### config.mk
export PLATFORM = sky130hd
export DESIGN_NAME = indexed_deque_list
export DESIGN_NICKNAME = d
export VERILOG_FILES = /design/src/design/dql_pkg.sv /design/src/design/dql_ram.sv /design/src/design/dql_seq.sv /design/src/design/indexed_deque_list.sv
export VERILOG_INCLUDE_DIRS = /design/src /design/src/design
export SDC_FILE = /design/constraint.sdc
export NUM_CORES = 1
export LEC_CHECK = 0
export ABC_AREA = 1
export CORE_ASPECT_RATIO = 1.75
export CORE_MARGIN = 5
export CORE_UTILIZATION = 35
export DETAILED_ROUTE_END_ITERATION = 10
export DONT_BUFFER_PORTS = 1
export SETUP_SLACK_MARGIN = 0.2
export SLEW_MARGIN = 15
export SYNTH_ARGS = -nofsm -noshare
export SYNTH_HDL_FRONTEND = slang
export SYNTH_SLANG_ARGS = --single-unit
### constraint.sdc
create_clock -name clk -period 4.9 [get_ports clk]
set_clock_uncertainty 0.15 [all_clocks]
set_input_delay 0.245 -clock clk [delete_from_list [all_inputs] [get_ports clk]]
set_output_delay 0.245 -clock clk [all_outputs]
set_load 0.01 [all_outputs]
### src/design/assert_macros.svh
// Assertion macros used by the indexed deque list RTL.
`ifndef ASSERT_MACROS_SVH
`define ASSERT_MACROS_SVH
`ifndef NO_ASSERTIONS
`define DQL_ASSERT(label, prop, msg) \
	label: assert property (@(posedge clk) disable iff (!arst_n) prop) else $error(msg);
`define DQL_NEVER(label, cond, msg) \
	label: assert property (@(posedge clk) disable iff (!arst_n) !(cond)) else $error(msg);
`else
`define DQL_ASSERT(label, prop, msg)
`define DQL_NEVER(label, cond, msg)
`endif
`endif

### src/design/dql_pkg.sv
// Types, constants and helper functions of the indexed deque list.
package dql_pkg;

	localparam int CAPACITY    = 16;
	localparam int VALUE_WIDTH = 32;

	localparam int CNT_W = $clog2(CAPACITY + 1);
	localparam int IDX_W = (CAPACITY > 1) ? $clog2(CAPACITY) : 1;

	// Fixed field widths of the stream channels.
	localparam int CMD_FW   = 3;
	localparam int POS_FW   = 5;
	localparam int DATA_FW  = 32;
	localparam int STAT_FW  = 2;
	localparam int COUNT_FW = 5;

	localparam int CMP_W = (POS_FW > CNT_W) ? POS_FW : CNT_W;

	localparam int IN_BITS      = POS_FW + DATA_FW;
	localparam int IN_TDATA_W   = ((IN_BITS + 7) / 8) * 8;
	localparam int IN_PAD_W     = IN_TDATA_W - IN_BITS;
	localparam int IN_TUSER_W   = CMD_FW;
	localparam int OUT_BITS     = 3 * DATA_FW + COUNT_FW;
	localparam int OUT_TDATA_W  = ((OUT_BITS + 7) / 8) * 8;
	localparam int OUT_PAD_W    = OUT_TDATA_W - OUT_BITS;
	localparam int OUT_TUSER_W  = 1 + STAT_FW;

	typedef logic [VALUE_WIDTH-1:0] val_t;
	typedef logic [CNT_W-1:0]       cnt_t;
	typedef logic [IDX_W-1:0]       idx_t;
	typedef logic [DATA_FW-1:0]     data_t;

	typedef enum logic [CMD_FW-1:0] {
		OP_PUSH_FRONT = 3'd0,
		OP_PUSH_BACK  = 3'd1,
		OP_POP_FRONT  = 3'd2,
		OP_POP_BACK   = 3'd3,
		OP_GET        = 3'd4,
		OP_REMOVE     = 3'd5,
		OP_INSERT     = 3'd6,
		OP_CLEAR      = 3'd7
	} op_t;

	typedef enum logic [STAT_FW-1:0] {
		ST_OK    = 2'd0,
		ST_RANGE = 2'd1,
		ST_FULL  = 2'd2
	} st_t;

	typedef struct packed {
		op_t                op;
		logic [POS_FW-1:0]  pos;
		data_t              value;
	} cmd_t;

	typedef struct packed {
		data_t               out_value;
		logic                out_valid;
		st_t                 status;
		logic [COUNT_FW-1:0] count;
		data_t               front;
		data_t               back;
	} res_t;

	typedef struct packed {
		logic we;
		idx_t waddr;
		val_t wdata;
		logic re;
		idx_t raddr;
	} mem_req_t;

	function automatic data_t val_to_port(val_t v);
		logic [VALUE_WIDTH+DATA_FW-1:0] w;
		w = '0;
		w[VALUE_WIDTH-1:0] = v;
		return w[DATA_FW-1:0];
	endfunction

	function automatic val_t port_to_val(data_t d);
		logic [VALUE_WIDTH+DATA_FW-1:0] w;
		w = '0;
		w[DATA_FW-1:0] = d;
		return w[VALUE_WIDTH-1:0];
	endfunction

	function automatic logic [COUNT_FW-1:0] cnt_to_port(cnt_t c);
		logic [CNT_W+COUNT_FW-1:0] w;
		w = '0;
		w[CNT_W-1:0] = c;
		return w[COUNT_FW-1:0];
	endfunction

endpackage

### src/design/dql_ram.sv
// Simple dual-port RAM: one write port, one read port with registered data.
module dql_ram #(
	parameter int DEPTH = 16,
	parameter int WIDTH = 32
) (
	input  logic                                   clk,
	input  logic                                   we,
	input  logic [((DEPTH > 1) ? $clog2(DEPTH) : 1)-1:0] waddr,
	input  logic [WIDTH-1:0]                       wdata,
	input  logic                                   re,
	input  logic [((DEPTH > 1) ? $clog2(DEPTH) : 1)-1:0] raddr,
	output logic [WIDTH-1:0]                       rdata
);

	logic [WIDTH-1:0] mem [DEPTH];

	always_ff @(posedge clk) begin
		if (we) begin
			mem[waddr] <= wdata;
		end
	end

	always_ff @(posedge clk) begin
		if (re) begin
			rdata <= mem[raddr];
		end
	end

endmodule

### src/design/dql_seq.sv
// Command sequencer: decodes a command and walks the entry RAM one slot a cycle.
`include "assert_macros.svh"

module dql_seq (
	input  logic              clk,
	input  logic              arst_n,
	input  logic              cmd_valid,
	input  dql_pkg::cmd_t     cmd,
	output logic              idle,
	output logic              res_valid,
	output dql_pkg::res_t     res,
	input  logic              res_ready,
	output dql_pkg::mem_req_t mem_req,
	input  dql_pkg::val_t     rdata
);
	import dql_pkg::*;

	typedef enum logic [2:0] {
		S_IDLE,
		S_SHIFT,
		S_PUT,
		S_RDF,
		S_RDB,
		S_WB,
		S_DONE
	} state_t;

	state_t state_q;
	cnt_t   count_q;
	cnt_t   n_q;
	idx_t   ptr_q;
	idx_t   idx_q;
	idx_t   tgt_q;
	logic   up_q;
	logic   first_q;
	logic   pend_q;
	logic   cap_q;
	val_t   val_q;
	st_t    status_q;
	val_t   out_val_q;
	logic   out_valid_q;
	val_t   front_q;
	val_t   back_q;

	// Decode of the command against the current count.
	state_t           d_state;
	st_t              d_status;
	logic             d_up;
	idx_t             d_idx;
	idx_t             d_ptr;
	cnt_t             d_n;
	cnt_t             d_count;
	logic [CMP_W-1:0] pos_c;
	logic [CMP_W-1:0] cnt_c;
	cnt_t             cnt_dec;
	logic             full;
	logic             empty;

	assign pos_c   = CMP_W'(cmd.pos);
	assign cnt_c   = CMP_W'(count_q);
	assign cnt_dec = count_q - CNT_W'(1);
	assign full    = (count_q == CNT_W'(CAPACITY));
	assign empty   = (count_q == '0);

	always_comb begin
		d_state  = S_RDF;
		d_status = ST_OK;
		d_up     = 1'b0;
		d_idx    = '0;
		d_ptr    = '0;
		d_n      = '0;
		d_count  = count_q;
		unique case (cmd.op) inside
			OP_PUSH_FRONT, OP_PUSH_BACK: begin
				if (full) begin
					d_status = ST_FULL;
				end else begin
					d_up    = 1'b1;
					d_idx   = (cmd.op == OP_PUSH_FRONT) ? '0 : count_q[IDX_W-1:0];
					d_ptr   = cnt_dec[IDX_W-1:0];
					d_n     = count_q - CNT_W'(d_idx);
					d_count = count_q + CNT_W'(1);
					d_state = S_SHIFT;
				end
			end
			OP_POP_FRONT, OP_POP_BACK: begin
				if (empty) begin
					d_status = ST_RANGE;
				end else begin
					d_idx   = (cmd.op == OP_POP_FRONT) ? '0 : cnt_dec[IDX_W-1:0];
					d_ptr   = d_idx;
					d_n     = count_q - CNT_W'(d_idx);
					d_count = cnt_dec;
					d_state = S_SHIFT;
				end
			end
			OP_GET: begin
				if (pos_c >= cnt_c) begin
					d_status = ST_RANGE;
				end else begin
					d_idx   = pos_c[IDX_W-1:0];
					d_ptr   = d_idx;
					d_n     = CNT_W'(1);
					d_state = S_SHIFT;
				end
			end
			OP_REMOVE: begin
				if (pos_c >= cnt_c) begin
					d_status = ST_RANGE;
				end else begin
					d_idx   = pos_c[IDX_W-1:0];
					d_ptr   = d_idx;
					d_n     = count_q - CNT_W'(d_idx);
					d_count = cnt_dec;
					d_state = S_SHIFT;
				end
			end
			OP_INSERT: begin
				if (pos_c > cnt_c) begin
					d_status = ST_RANGE;
				end else if (full) begin
					d_status = ST_FULL;
				end else begin
					d_up    = 1'b1;
					d_idx   = pos_c[IDX_W-1:0];
					d_ptr   = cnt_dec[IDX_W-1:0];
					d_n     = count_q - CNT_W'(d_idx);
					d_count = count_q + CNT_W'(1);
					d_state = S_SHIFT;
				end
			end
			OP_CLEAR: begin
				d_count = '0;
			end
			default: begin
				d_count = count_q;
			end
		endcase
	end

	// RAM port. While shifting, the read of one slot overlaps the write of the value read in the
	// cycle before into its neighbour slot; the two addresses always differ by two.
	always_comb begin
		mem_req = '0;
		unique case (state_q)
			S_SHIFT: begin
				if (n_q != '0) begin
					mem_req.re    = 1'b1;
					mem_req.raddr = ptr_q;
				end
				if (pend_q && !cap_q) begin
					mem_req.we    = 1'b1;
					mem_req.waddr = tgt_q;
					mem_req.wdata = rdata;
				end
			end
			S_PUT: begin
				mem_req.we    = 1'b1;
				mem_req.waddr = idx_q;
				mem_req.wdata = val_q;
			end
			S_RDF: begin
				if (count_q != '0) begin
					mem_req.re    = 1'b1;
					mem_req.raddr = '0;
				end
			end
			S_RDB: begin
				mem_req.re    = 1'b1;
				mem_req.raddr = cnt_dec[IDX_W-1:0];
			end
			default: begin
				mem_req = '0;
			end
		endcase
	end

	always_ff @(posedge clk or negedge arst_n) begin
		if (!arst_n) begin
			state_q     <= S_IDLE;
			count_q     <= '0;
			n_q         <= '0;
			ptr_q       <= '0;
			idx_q       <= '0;
			tgt_q       <= '0;
			up_q        <= 1'b0;
			first_q     <= 1'b0;
			pend_q      <= 1'b0;
			cap_q       <= 1'b0;
			val_q       <= '0;
			status_q    <= ST_OK;
			out_val_q   <= '0;
			out_valid_q <= 1'b0;
			front_q     <= '0;
			back_q      <= '0;
		end else begin
			unique case (state_q)
				S_IDLE: begin
					if (cmd_valid) begin
						state_q     <= d_state;
						status_q    <= d_status;
						up_q        <= d_up;
						idx_q       <= d_idx;
						ptr_q       <= d_ptr;
						n_q         <= d_n;
						count_q     <= d_count;
						val_q       <= port_to_val(cmd.value);
						out_val_q   <= '0;
						out_valid_q <= 1'b0;
						first_q     <= 1'b1;
						pend_q      <= 1'b0;
						cap_q       <= 1'b0;
					end
				end
				S_SHIFT: begin
					if (n_q != '0) begin
						// On a removal or read the first slot read is the one taken out.
						pend_q  <= 1'b1;
						cap_q   <= first_q && !up_q;
						first_q <= 1'b0;
						tgt_q   <= up_q ? ptr_q + IDX_W'(1) : ptr_q - IDX_W'(1);
						ptr_q   <= up_q ? ptr_q - IDX_W'(1) : ptr_q + IDX_W'(1);
						n_q     <= n_q - CNT_W'(1);
					end else begin
						pend_q <= 1'b0;
					end
					if (pend_q && cap_q) begin
						out_val_q   <= rdata;
						out_valid_q <= 1'b1;
					end
					if (n_q == '0 && !pend_q) begin
						state_q <= up_q ? S_PUT : S_RDF;
					end
				end
				S_PUT: begin
					state_q <= S_RDF;
				end
				S_RDF: begin
					if (count_q == '0) begin
						front_q <= '0;
						back_q  <= '0;
						state_q <= S_DONE;
					end else begin
						state_q <= S_RDB;
					end
				end
				S_RDB: begin
					front_q <= rdata;
					state_q <= S_WB;
				end
				S_WB: begin
					back_q  <= rdata;
					state_q <= S_DONE;
				end
				S_DONE: begin
					if (res_ready) begin
						state_q <= S_IDLE;
					end
				end
				default: begin
					state_q <= S_IDLE;
				end
			endcase
		end
	end

	assign idle      = (state_q == S_IDLE);
	assign res_valid = (state_q == S_DONE);

	always_comb begin
		res.out_value = val_to_port(out_val_q);
		res.out_valid = out_valid_q;
		res.status    = status_q;
		res.count     = cnt_to_port(count_q);
		res.front     = val_to_port(front_q);
		res.back      = val_to_port(back_q);
	end

	`DQL_NEVER(a_rw_same_slot, mem_req.we && mem_req.re && (mem_req.waddr == mem_req.raddr), "read and write hit the same slot")
	`DQL_ASSERT(a_value_only_ok, (res_valid && res.out_valid) |-> (res.status == ST_OK), "value returned with error status")
	`DQL_ASSERT(a_full_count, (res_valid && (res.status == ST_FULL)) |-> (count_q == CNT_W'(CAPACITY)), "full status below capacity")
	`DQL_ASSERT(a_count_step, (idle && cmd_valid) |=> ((count_q == $past(count_q) + CNT_W'(1)) || (count_q == $past(count_q)) || (count_q == $past(count_q) - CNT_W'(1)) || (count_q == '0)), "count moved by more than one")

endmodule

### src/design/indexed_deque_list.sv
// Top level of the indexed deque list: stream ports, sequencer and entry RAM.
//
// A command item enters on the s_ group: s_tuser carries the command code, s_tdata the
// position and the new value. Each command gives exactly one result item on the m_ group:
// the value taken or read with its valid flag and status, the entry count after the command
// and the front and back values.
// One item is worked on at a time; s_tready is high only while the sequencer is idle.
// A refused command or a clear goes straight to reading the front and back entries. A push or
// insert first moves the entries from its position onward up a slot, then writes the new value;
// a pop or remove reads from its position onward, returns the first slot read and moves each
// later entry down a slot, and a get reads its one slot. The front and back reads are skipped
// when the list is empty afterward. The longest commands touch every entry: a pop or remove at
// the front of a full list, or a push or insert at the front of a list one short of full.
// The sequencer can take the next item in the cycle after its result is registered.
// The result waits in an output register, so the sequencer is back in idle and takes the
// next item while an earlier result is still held by a stalled receiver; it only waits
// when a second result is finished before the first was taken.
// Reset empties the list at once; no clearing pass runs and stored values stay undefined
// until written, which no command ever reads.
module indexed_deque_list (
	input  logic                                clk,
	input  logic                                arst_n,
	input  logic                                s_tvalid,
	output logic                                s_tready,
	input  logic [dql_pkg::IN_TDATA_W-1:0]      s_tdata,  // position, new_value, zero pad
	input  logic [dql_pkg::IN_TUSER_W-1:0]      s_tuser,  // cmd
	output logic                                m_tvalid,
	input  logic                                m_tready,
	output logic [dql_pkg::OUT_TDATA_W-1:0]     m_tdata,  // out_value, entry_count, front_value, back_value, zero pad
	output logic [dql_pkg::OUT_TUSER_W-1:0]     m_tuser   // out_valid, status
);
	import dql_pkg::*;

	cmd_t     cmd;
	logic     seq_idle;
	logic     res_valid;
	logic     res_ready;
	res_t     res;
	mem_req_t mem_req;
	val_t     rdata;

	logic                   m_tvalid_q;
	logic [OUT_TDATA_W-1:0] m_tdata_q;
	logic [OUT_TUSER_W-1:0] m_tuser_q;

	assign cmd.op    = op_t'(s_tuser[CMD_FW-1:0]);
	assign cmd.pos   = s_tdata[POS_FW-1:0];
	assign cmd.value = s_tdata[POS_FW+DATA_FW-1:POS_FW];

	assign s_tready  = seq_idle;
	assign res_ready = !m_tvalid_q || m_tready;

	dql_seq u_seq (
		.clk       (clk),
		.arst_n    (arst_n),
		.cmd_valid (s_tvalid),
		.cmd       (cmd),
		.idle      (seq_idle),
		.res_valid (res_valid),
		.res       (res),
		.res_ready (res_ready),
		.mem_req   (mem_req),
		.rdata     (rdata)
	);

	dql_ram #(
		.DEPTH (CAPACITY),
		.WIDTH (VALUE_WIDTH)
	) u_ram (
		.clk   (clk),
		.we    (mem_req.we),
		.waddr (mem_req.waddr),
		.wdata (mem_req.wdata),
		.re    (mem_req.re),
		.raddr (mem_req.raddr),
		.rdata (rdata)
	);

	always_ff @(posedge clk or negedge arst_n) begin
		if (!arst_n) begin
			m_tvalid_q <= 1'b0;
			m_tdata_q  <= '0;
			m_tuser_q  <= '0;
		end else begin
			if (res_valid && res_ready) begin
				m_tvalid_q <= 1'b1;
				m_tdata_q  <= {{OUT_PAD_W{1'b0}}, res.back, res.front, res.count,
					res.out_value};
				m_tuser_q  <= {res.status, res.out_valid};
			end else if (m_tready) begin
				m_tvalid_q <= 1'b0;
			end
		end
	end

	assign m_tvalid = m_tvalid_q;
	assign m_tdata  = m_tdata_q;
	assign m_tuser  = m_tuser_q;

endmodule
# Word-level counts from Yosys, hierarchy flattened
# Memories as Yosys holds them, arrays and structs flattened. A register that Yosys moved wholly into a read port is not among the register bits.
# Index checks and enable logic that the tools add are counted.
word_totals:
  memories: 1
  ff_bits: 265
  ram_bits: 512
  output_inout_bits: 109
  in_bits: 47
mem_list:
  columns: ["name", "words", "width", "read_ports", "rd_clocked_by_memory_dff", "write_ports", "line_no", "text"]
  rows:
  - ["u_ram.mem", 16, 32, 1, 1, 1, "dql_ram.sv:15", "logic [WIDTH-1:0] mem [DEPTH];"]
op_classes:
  mux: 75
  magnitude_cmp: 2
  n_eq_ne: 23
  addsub: 8
  reduce_logical: 33
ops:
  columns: ["op", "n"]
  rows:
  - ["one-hot mux 32 bit (2 select lines)", 3]
  - ["two-way mux 32 bit", 3]
  - ["one-hot mux 37 bit (2 select lines)", 1]
  - ["two-way mux 5 bit", 13]
  - ["two-way mux 4 bit", 13]
  - ["one-hot mux 5 bit (5 select lines)", 2]
  - ["two-way mux 37 bit", 1]
  - ["one-hot mux 4 bit (4 select lines)", 2]
  - ["equality test 3 bit, second input constant", 7]
  - ["one-hot mux 3 bit (7 select lines)", 1]
  - ["two-way mux 1 bit", 16]
  - ["one-hot mux 5 bit (3 select lines)", 1]
  - ["nonzero test 5 bit", 3]
  - ["subtractor 5 x 4 -> 5 bit", 3]
  - ["equality test 3 x 2 -> 1 bit, second input constant", 4]
  - ["two-way mux 2 bit", 6]
  - ["two-way mux 3 bit", 4]
  - ["one-hot mux 3 bit (4 select lines)", 1]
  - ["zero test 5 bit", 2]
  - ["inequality test 2 x 1 -> 1 bit, second input constant", 5]
  - ["one-hot mux 1 bit (2 select lines)", 5]
  - ["one-hot mux 5 bit (2 select lines)", 1]
  - ["AND reduction 2 bit", 5]
  - ["subtractor 5 x 1 -> 5 bit, second input constant", 2]
  - ["other kinds (18)", 37]

# Logic depth before layout (Yosys ltp)
# Gate-level depths: netlist (run 1).
logic_depth:
  depth_word: 7
  ltp_mapped: 16
  mapped_depth_nobuf: 15

# By module
# A second synthesis (run 1) with hierarchy kept.
unflattened:
  hier_cells: 3564
  hier_area_um2: 35551.6
by_module_without_submodules:
  columns: ["module", "area_per_inst_um2", "seq_area_each_um2", "n_inst", "cells_each"]
  rows:
  - ["dql_ram", 23050.9, 16335.7, 1, 2120]
  - ["dql_seq", 8336.7, 4003.8, 1, 985]
  - ["indexed_deque_list", 4164.0, 2627.5, 1, 459]

# Worst setup path before layout (run 1)
# Ideal clock, no wire load.
synth_timing:
  path_type: "register to register"
  startpoint: "register u_seq.state_q[0]"
  endpoint: "memory u_ram.mem[0][0] (enable)"
  stages_incl_launch_ff: 9
  t_required_ns: 4.280
  setup_slack_ns: 0.613
  synth_period_minus_slack_ns: 4.287
  arrival_ns: 3.667
  path_buffers: 1
  setup_time_ns: 0.470
  cell_sequence: "dfrtp_1 > inv_2 > nor3_4 > buf_2 > nand2_1 > o22ai_1 > inv_1 > nand2_1 > a211oi_1"
synth_between:
  elab_chain_cells: 4
synth_rtl:
  columns: ["element", "line_no", "text"]
  rows:
  - ["start, declared", "dql_seq.sv:28", "state_t state_q;"]
  - ["start signal, assigned", "dql_seq.sv:200", "state_q <= d_state;"]
  - ["start signal, assigned", "dql_seq.sv:232", "state_q <= up_q ? S_PUT : S_RDF;"]
  - ["equality test 3 x 2 -> 1 bit / equality test 3 x 1 -> 1 bit (equally long branches)", "dql_seq.sv:145", "unique case (state_q)"]
  - ["one-hot mux 37 bit (2 select lines) (*)", "dql_seq.sv:145", null]
  - ["two-way mux 1 bit", "dql_ram.sv:18", "if (we) begin"]
  - ["two-way mux 1 bit (not written as such)", "dql_ram.sv:19", "mem[waddr] <= wdata;"]
  - ["end, declared", "dql_ram.sv:15", null]
# Mark *: on every way between the ends. The rest lies on a longest branch, timed or not.

# Worst setup path in the final report (run 1)
layout_timing:
  startpoint: "register u_seq.count_q[4] (netlist: u_seq.cnt_c[4])"
  endpoint: "register u_seq.count_q[0] (netlist: u_seq.cnt_c[0])"
layout_between:
  elab_chain_cells: 4
layout_rtl:
  columns: ["element", "line_no", "text"]
  rows:
  - ["start, declared", "dql_seq.sv:29", "cnt_t count_q;"]
  - ["start signal, assigned", "dql_seq.sv:206", "count_q <= d_count;"]
  - ["branches (longest 4 deep; another with greater-or-equal comparator 5 bit)", null, null]
# Parallel ways; which one is timed is not known. The select of a mux whose other input is x is not followed.
# A chain may end at the register's enable or synchronous reset.

==> impl_results.md, run 1 <==
- Die H: 428 microns
- Clock tree buffer depth: 3
- Yosys reg bits: 809
- Largest net degree at the start of global routing: 266
- Clk slew on worst S/H paths: 0.07 ns
- Tightest Pin Transition: 1.07 ns
- First DRT Iteration DRCs: 1830
- Reg power frac: 42.2%
- Minimum clock period: 4.06 ns
- NetSw: 0.0102 W
- CP max FO: 10
- Aggregate routed wire length: 93800 microns
- Hold WC Path Type: input pin to asynchronous set/reset pin
- # Post-CTS Setup Buffers: 0
- Clock power frac: 20.4%
- GR Layer Usage met2: 32.5%
- Buf/Inv on CP: 4
- Flop2flop setup slack: 0.84 ns
- Post-synthesis sequential area ratio: 65.8%
- Fin Setup TNS: 0 ns
- Vias: 23700
- Slew Viols, Final: 0
- Avg Synthesized Cell Area: 10.3 sq um
- Post-Synthesis Cells: 3372
- CTS HTree Levels: 3
- Grt total ovfl: 0
- Worst Setup Start Kind: register
- Yosys warns: 0
- Final ANT Viol Nets: 0
- Final worst-path cycle share: 82.9%
- CP Cell Sequence: inv_1 -> ha_1 -> nand2_1 -> inv_1 -> a21oi_1 -> nand3_1 -> nand2_1 -> nand4_1 -> nor2_2 -> nand3_1 -> dlygate4sd3_1 -> o21ai_0 -> dlygate4sd3_1
- Initial antenna violation count: 0
- CTS Hold Bufs: 44
- I/O pins: 156
- Nets@finish: 3426
- Post-synth cell types: 36
- Core Rows: 153
- Max VDD drop: 0.541 mV
- Sw Ratio: 39.8%
- Violated checks: hold timing
- Clk root buf: clkbuf_16
- Fin Hold WS: -0.820 ns
- CP arrival: 4.45 ns
- CP delay by family, top: buffers and inverters
- FF-to-FF End: u_seq.cnt_c[0]
- Initial Utilization: 35.2%
- CP Class: register to register
- Synthesized area: 34900 sq um
- Worst R2R Path Depth: 13
- Critical path required time: 5.28 ns
- Worst setup EP type: register
- Run status: finished with violations
- TritonRoute pass-1 iters: 7
- Fmax: 0.246 GHz
- Core area: 99200 sq um
- Layer with the highest usage: met2
- Int Power: 0.0154 W
- Pwr Density: 653 nW/um^2
- Most common cell after layout, fill and taps aside: nand2_1
- Port bufs: 0
- P&R area growth vs syn: 12.2%
- Total CTS buffers: 67
- PnR worst setup slack: 0.837 ns
- CTS tree: yes
- Pre-CTS setup slack: 1.39 ns
- Final RePlAce weighted congestion: 0.891
- Number of max-cap violations: 0
- Setup violations, final: 0
- Comb pwr share: 37.4%
- GR met1 Demand/Resource: 20.1%
- Layout cells sized above 1: 6.19%
- Clk_lat worst skew: 0.61 ns
- First-pass GRT wire length: 142000 microns
- Static Leak: 16.4 nW
- RSZ-0062 raised after global routing: no
- Average wire per standard cell: 19.8 microns
- Reg2Reg Launch Point: u_seq.cnt_c[4]
- Via density: 5.01
- Most frequent cells in the layout: nand2_1, nand3_1, edfxtp_1
- Slew HR: 28.4%
- Slowest stage cell, crit path: dlygate4sd3_1
- Die area: 106000 sq um
- DP Wirelength: 52100 microns
- GR Util met3: 1.97%
- Clk sinks: 809
- Hold Vio Cnt, Final: 265
- Die Wd: 249 microns
- Max incr delay on CP: 0.59 ns
- Vias in the first global route: 23100
- Total track usage: 17.1%
- Number of remaining DRC errors: 0
-- cell families (layout without fill, tap and decap cells) --
logic type | Yosys count | after routing | synth area share (%)
AO/OA/AOI/OAI | 307 | 307 | 4.75
flip-flops | 809 | 809 | 65.8
adder cells (fa/ha/maj) | 18 | 18 | 0.667
AND/OR/NAND/NOR | 1523 | 1523 | 20.4
buffers and inverters | 699 | 733 | 7.96
other | 2 | 6 | 0.0215
XOR/XNOR | 14 | 14 | 0.351
-- cells in the mapped netlist, drive strengths merged --
library cell  instances  share of area, %
nand3b              163               3.5
o21ai               205               2.9
buf                 118               1.7
o31ai                 3             0.065
a211oi                1             0.022
clkinv                2             0.022
xnor2                 2             0.050
xor2                 12              0.30
o21a                  2             0.043
inv                 498               5.4
nor2                 53              0.58
nor3                  8              0.18
clkbuf               81              0.87
or2                   2             0.036
o21bai                1             0.022
dfrtp               265                19
o211ai                1             0.022
nand2               710               7.7
conb                  2             0.022
ha                   17              0.61
nand4                 4             0.072
o22ai                70               1.3
nand3               583               8.4
edfxtp              544                47
fa                    1             0.057
a21oi                24              0.34
-- routing by layer --
layer  vias to the layer above  wire length (microns)
li1                      11200                      -
met1                     11700                  36200
met2                       696                  50500
met3                       152                   4420
met4                         0                   2760
met5                         -                      0
-- registers in the layout, indices dropped and copies added, names as in the netlist --
register	count
u_seq.back_q	32
u_ram.rdata	32
u_seq.ptr_q	4
u_seq.out_valid_q	1
u_seq.out_val_q	32
u_seq.first_q	1
u_seq.pend_q	1
u_seq.val_q	32
u_seq.state_q	3
u_ram.mem	512
m_tuser	3
m_tvalid	1
u_seq.n_q	5
u_seq.cap_q	1
u_seq.front_q	32
u_seq.idx_q	4
u_seq.status_q	2
u_seq.cnt_c	5
u_seq.tgt_q	4
u_seq.up_q	1
m_tdata	101
-- worst reg2reg max path, cell delays in order (launching register included) --
cell	delay (ns)
dfrtp_1	0.55
inv_1	0.28
ha_1	0.37
nand2_1	0.09
inv_1	0.07
a21oi_1	0.19
nand3_1	0.29
nand2_1	0.16
nand4_1	0.10
nor2_2	0.33
nand3_1	0.13
dlygate4sd3_1	0.59
o21ai_0	0.09
dlygate4sd3_1	0.59
-- stage by stage --
stage	cell area, sq um	power, W	hold slack, ns	utilization (%)	cells
2_1_floorplan	34900	0.0170	-0.201	-	3375
3_3_place_gp	36600	0.0203	-0.194	36.9	4565
3_5_place_dp	36600	0.0205	-0.193	36.9	4565
4_1_cts	39100	0.0258	-0.863	39.5	4726
5_1_grt	39100	0.0271	-0.850	39.5	4726
6_report	39100	0.0256	-0.820	39.5	4727
-- power groups by stage --
stage | Clock, W | Sequential, W | Combinational (W)
after floorplan | 0 | 0.0106 | 0.00645
after global placement | 0 | 0.0109 | 0.00939
after detailed placement | 0 | 0.0109 | 0.00954
after CTS | 0.00533 | 0.0108 | 0.00963
after global routing | 0.00559 | 0.0109 | 0.0106
final | 0.00522 | 0.0108 | 0.00956
-- area by class of cell --
type	instances	area, sq um
fillers	9596	60000
repair buffers	116	1190
diodes	1	2.50
clock inverters	27	166
inverters	500	1880
clock buffers	90	1930
well taps	1317	1650
multi-input cells	1867	9360
flip-flops and latches	809	23000
-- worst max path at each step --
stage                       endpoint  slack, ns             start  cells after the start
floorplan            u_ram.mem[0][0]       0.61  u_seq.state_q[0]                      8
CTS                   u_seq.cnt_c[0]        1.0    u_seq.cnt_c[4]                     13
finish                u_seq.cnt_c[0]       0.84    u_seq.cnt_c[4]                     13
detailed placement   u_ram.mem[5][4]       1.39  u_seq.state_q[2]                      8
global route          u_seq.cnt_c[0]       0.69    u_seq.cnt_c[4]                     13
global placement    u_ram.mem[14][6]       1.44  u_seq.state_q[2]                      6
-- repair_timing --
item	CTS	global route
resized for setup	0	0
endpoints found under the hold margin	317	265
setup endpoints to repair	0	0
(Power assumes the default switching activity.)
==> run 2: changes to the inputs <==
Clock period 4.9 ns to 3.5 ns, I/O delays scaled along.
==> run 2 against run 1 <==
  * The run still ends with hold timing left
  * Global-route usage is essentially flat
  * Non-clock buffer count grew 52
  * Routed wire length shrank 0.55%
  * Via count grew 0.58%
  * Count of clock-buffer cells in the layout is the same
  * Maximum frequency grew 33%
  * Largest power group unchanged
==> impl_results.md, run 2 (same netlist as run 1, synthesis figures left out) <==
- Tightest Pin Transition: 0.935 ns (-0.131 ns)
- Buf/Inv on CP: 3 (-1)
- Slew Viols, Final: 0 (unchanged)
- Final worst-path cycle share: 87.5% (+4.5 points)
- Grt total ovfl: 0 (unchanged)
- Total track usage: 17.2% (+0.040 points)
- Number of fill cells in the layout: 9515 (-0.84%)
- Minimum clock period: 3.06 ns (-1.00 ns)
- CP max FO: 10 (unchanged)
- Layer with the highest usage: met2
- RSZ-0062 raised after global routing: yes
- NetSw: 0.0144 W (+42%)
- First DRT Iteration DRCs: 1681 (-8.1%)
- Most common cell after layout, fill and taps aside: nand2_1
- Run status: finished with violations
- # Post-CTS Setup Buffers: 0 (unchanged)
- DP Wirelength: 57700 microns (+11%)
- Clk root buf: clkbuf_16
- Hold Vio Cnt, Final: 265 (unchanged)
- Most frequent cells in the layout: nand2_1, nand3_1, edfxtp_1
- Max VDD drop: 0.580 mV (+7.2%)
- Max incr delay on CP: 0.57 ns (-0.02 ns)
- Fmax: 0.327 GHz (+33%)
- GR Layer Usage met2: 32.7% (+0.20 points)
- Setup violations, final: 0 (unchanged)
- I/O pins: 156 (unchanged)
- Clk_lat worst skew: 0.63 ns (+0.02 ns)
- Initial antenna violation count: 1 (+1)
- Pwr Total: 0.0368 W (+44%)
- Reg power frac: 40.9% (-1.3 points)
- Die Wd: 249 microns (unchanged)
- P&R area growth vs syn: 14.3%
- Largest net degree at the start of global routing: 266 (unchanged)
- Critical path required time: 3.90 ns (-1.38 ns)
- Nets@finish: 3478 (+1.5%)
- CP Cell Sequence: inv_1 -> ha_1 -> nand2_1 -> inv_1 -> a21oi_1 -> nand3_1 -> nand2_1 -> nand4_1 -> nor2_4 -> nand3_1 -> dlygate4sd3_1 -> o21ai_0
- CTS HTree Levels: 3 (unchanged)
- Via density: 4.99 (-0.58%)
- Clock power frac: 21.1% (+0.7 points)
- Die area: 106000 sq um (unchanged)
- Vias: 23800 (+0.58%)
- Pwr Density: 924 nW/um^2 (+42%)
- CTS Hold Bufs: 47 (+6.8%)
- Initial Utilization: 35.2% (unchanged)
- Average wire per standard cell: 19.5 microns (-1.7%)
- TritonRoute pass-1 iters: 5 (-2)
- Layout cells sized above 1: 7.71% (+1.5 points)
- Number of remaining DRC errors: 0 (unchanged)
- Fin Setup TNS: 0 ns (unchanged)
- Final ANT Viol Nets: 0 (unchanged)
- Slew HR: 37.7% (+9.2 points)
- Aggregate routed wire length: 93300 microns (-0.55%)
- Clk sinks: 809 (unchanged)
- CP delay by family, top: simple AND/OR/NAND/NOR gates
- Final RePlAce weighted congestion: 0.887 (-0.46%)
- GR Util met3: 2.46% (+0.49 points)
- Max reg flops: 512 (unchanged)
- Fin Hold WS: -0.899 ns (-0.0796 ns)
- Static Leak: 16.8 nW (+2.4%)
- Core Rows: 153 (unchanged)
- Reg with most FFs: u_ram.mem
- Worst setup EP type: register
- CTS tree: yes
- Clk slew on worst S/H paths: 0.08 ns (about the same)
- Int Power: 0.0224 W (+46%)
- Comb pwr share: 38.0% (+0.6 points)
- Clock tree buffer depth: 3 (unchanged)
- CP Class: register to register
- Sw Ratio: 39.2% (-0.67 points)
- Total CTS buffers: 67 (unchanged)
- GR met1 Demand/Resource: 19.3% (-0.83 points)
- First-pass GRT wire length: 143000 microns (+0.42%)
- Number of max-cap violations: 0 (unchanged)
- Vias in the first global route: 23500 (+1.7%)
- Port bufs: 0 (unchanged)
- Hold WC Path Type: input pin to asynchronous set/reset pin
- Violated checks: hold timing
- Worst Setup Start Kind: register
- Slowest stage cell, crit path: dlygate4sd3_1
- Core area: 99200 sq um (unchanged)
- CP arrival: 3.46 ns (-0.99 ns)
- Die H: 428 microns (unchanged)
-- run 2: changes by cell type in the layout (fill, tap and decap cells not counted), moves of 3 or more --
cell           previous run  this run
clkinv_2                 14        10
buf_12                   17        30
inv_6                     0         3
dlygate4sd3_1            44        47
buf_4                    55        90
bufinv_16                 1         6
clkbuf_8                  5         9
-- run 2: worst paths after layout --
kind	from	end	slack, ns	depth (start not counted)
worst max register to register	u_seq.cnt_c[4]	u_seq.cnt_c[0]	0.44	12
worst max-delay path	u_seq.cnt_c[4]	u_seq.cnt_c[0]	0.44	12
min in group clk	s_tdata[30]	u_seq.val_q[25]	0.06	3
max in group asynchronous	arst_n	u_seq.cnt_c[4]	3.32	0
worst min register to register	u_seq.val_q[20]	u_seq.val_q[20]	0.32	2
worst min-delay path	arst_n	u_seq.back_q[8]	-0.90	0
-- run 2: what timing repair did --
| item | in CTS | in global routing |
|---|---|---|
| endpoints found under the setup margin | 0 | 2 |
| gates resized for setup | 0 | 3 |
| endpoints found under the hold margin | 321 | 265 |
-- run 2: layout make-up --
type                            count  area (sq um)  area share [%]
Antenna cell                        1          2.50         0.00628
Clock buffer                       90          1940            4.86
Clock inverter                     30           314           0.788
Inverter                          500          1880            4.71
Multi-Input combinational cell   1867          9360            23.5
Sequential cell                   809         23000            57.6
Tap cell                         1317          1650            4.13
Timing Repair Buffer              168          1760            4.41
-- run 2: power by group through the flow --
stage               sequential (W)  clock (W)  combinational [W]
detailed placement          0.0153          0             0.0140
CTS                         0.0151    0.00796             0.0141
global placement            0.0152          0             0.0138
global route                0.0153    0.00834             0.0156
finish                      0.0151    0.00779             0.0140
floorplan                   0.0148          0            0.00904
-- run 2: metal layers --
| metal | share of wire [%] | wire (microns) |
|---|---|---|
| met1 | 38 | 35400 |
| met2 | 54 | 50600 |
| met3 | 4.4 | 4080 |
| met4 | 3.5 | 3270 |
| met5 | 0 | 0 |
-- run 2: through the flow --
step | setup slack [ns] | instance area [sq um] | utilization [%] | hold WS [ns] | instances
finish | 0.439 | 39900 | 40.2 | -0.899 | 4782
global route | 0.181 | 39900 | 40.2 | -0.937 | 4782
detailed placement | 0.491 | 37100 | 37.4 | -0.265 | 4614
CTS | 0.275 | 39900 | 40.2 | -0.960 | 4781
global placement | 0.481 | 37100 | 37.4 | -0.264 | 4614
floorplan | 0.0130 | 34900 | - | -0.271 | 3375
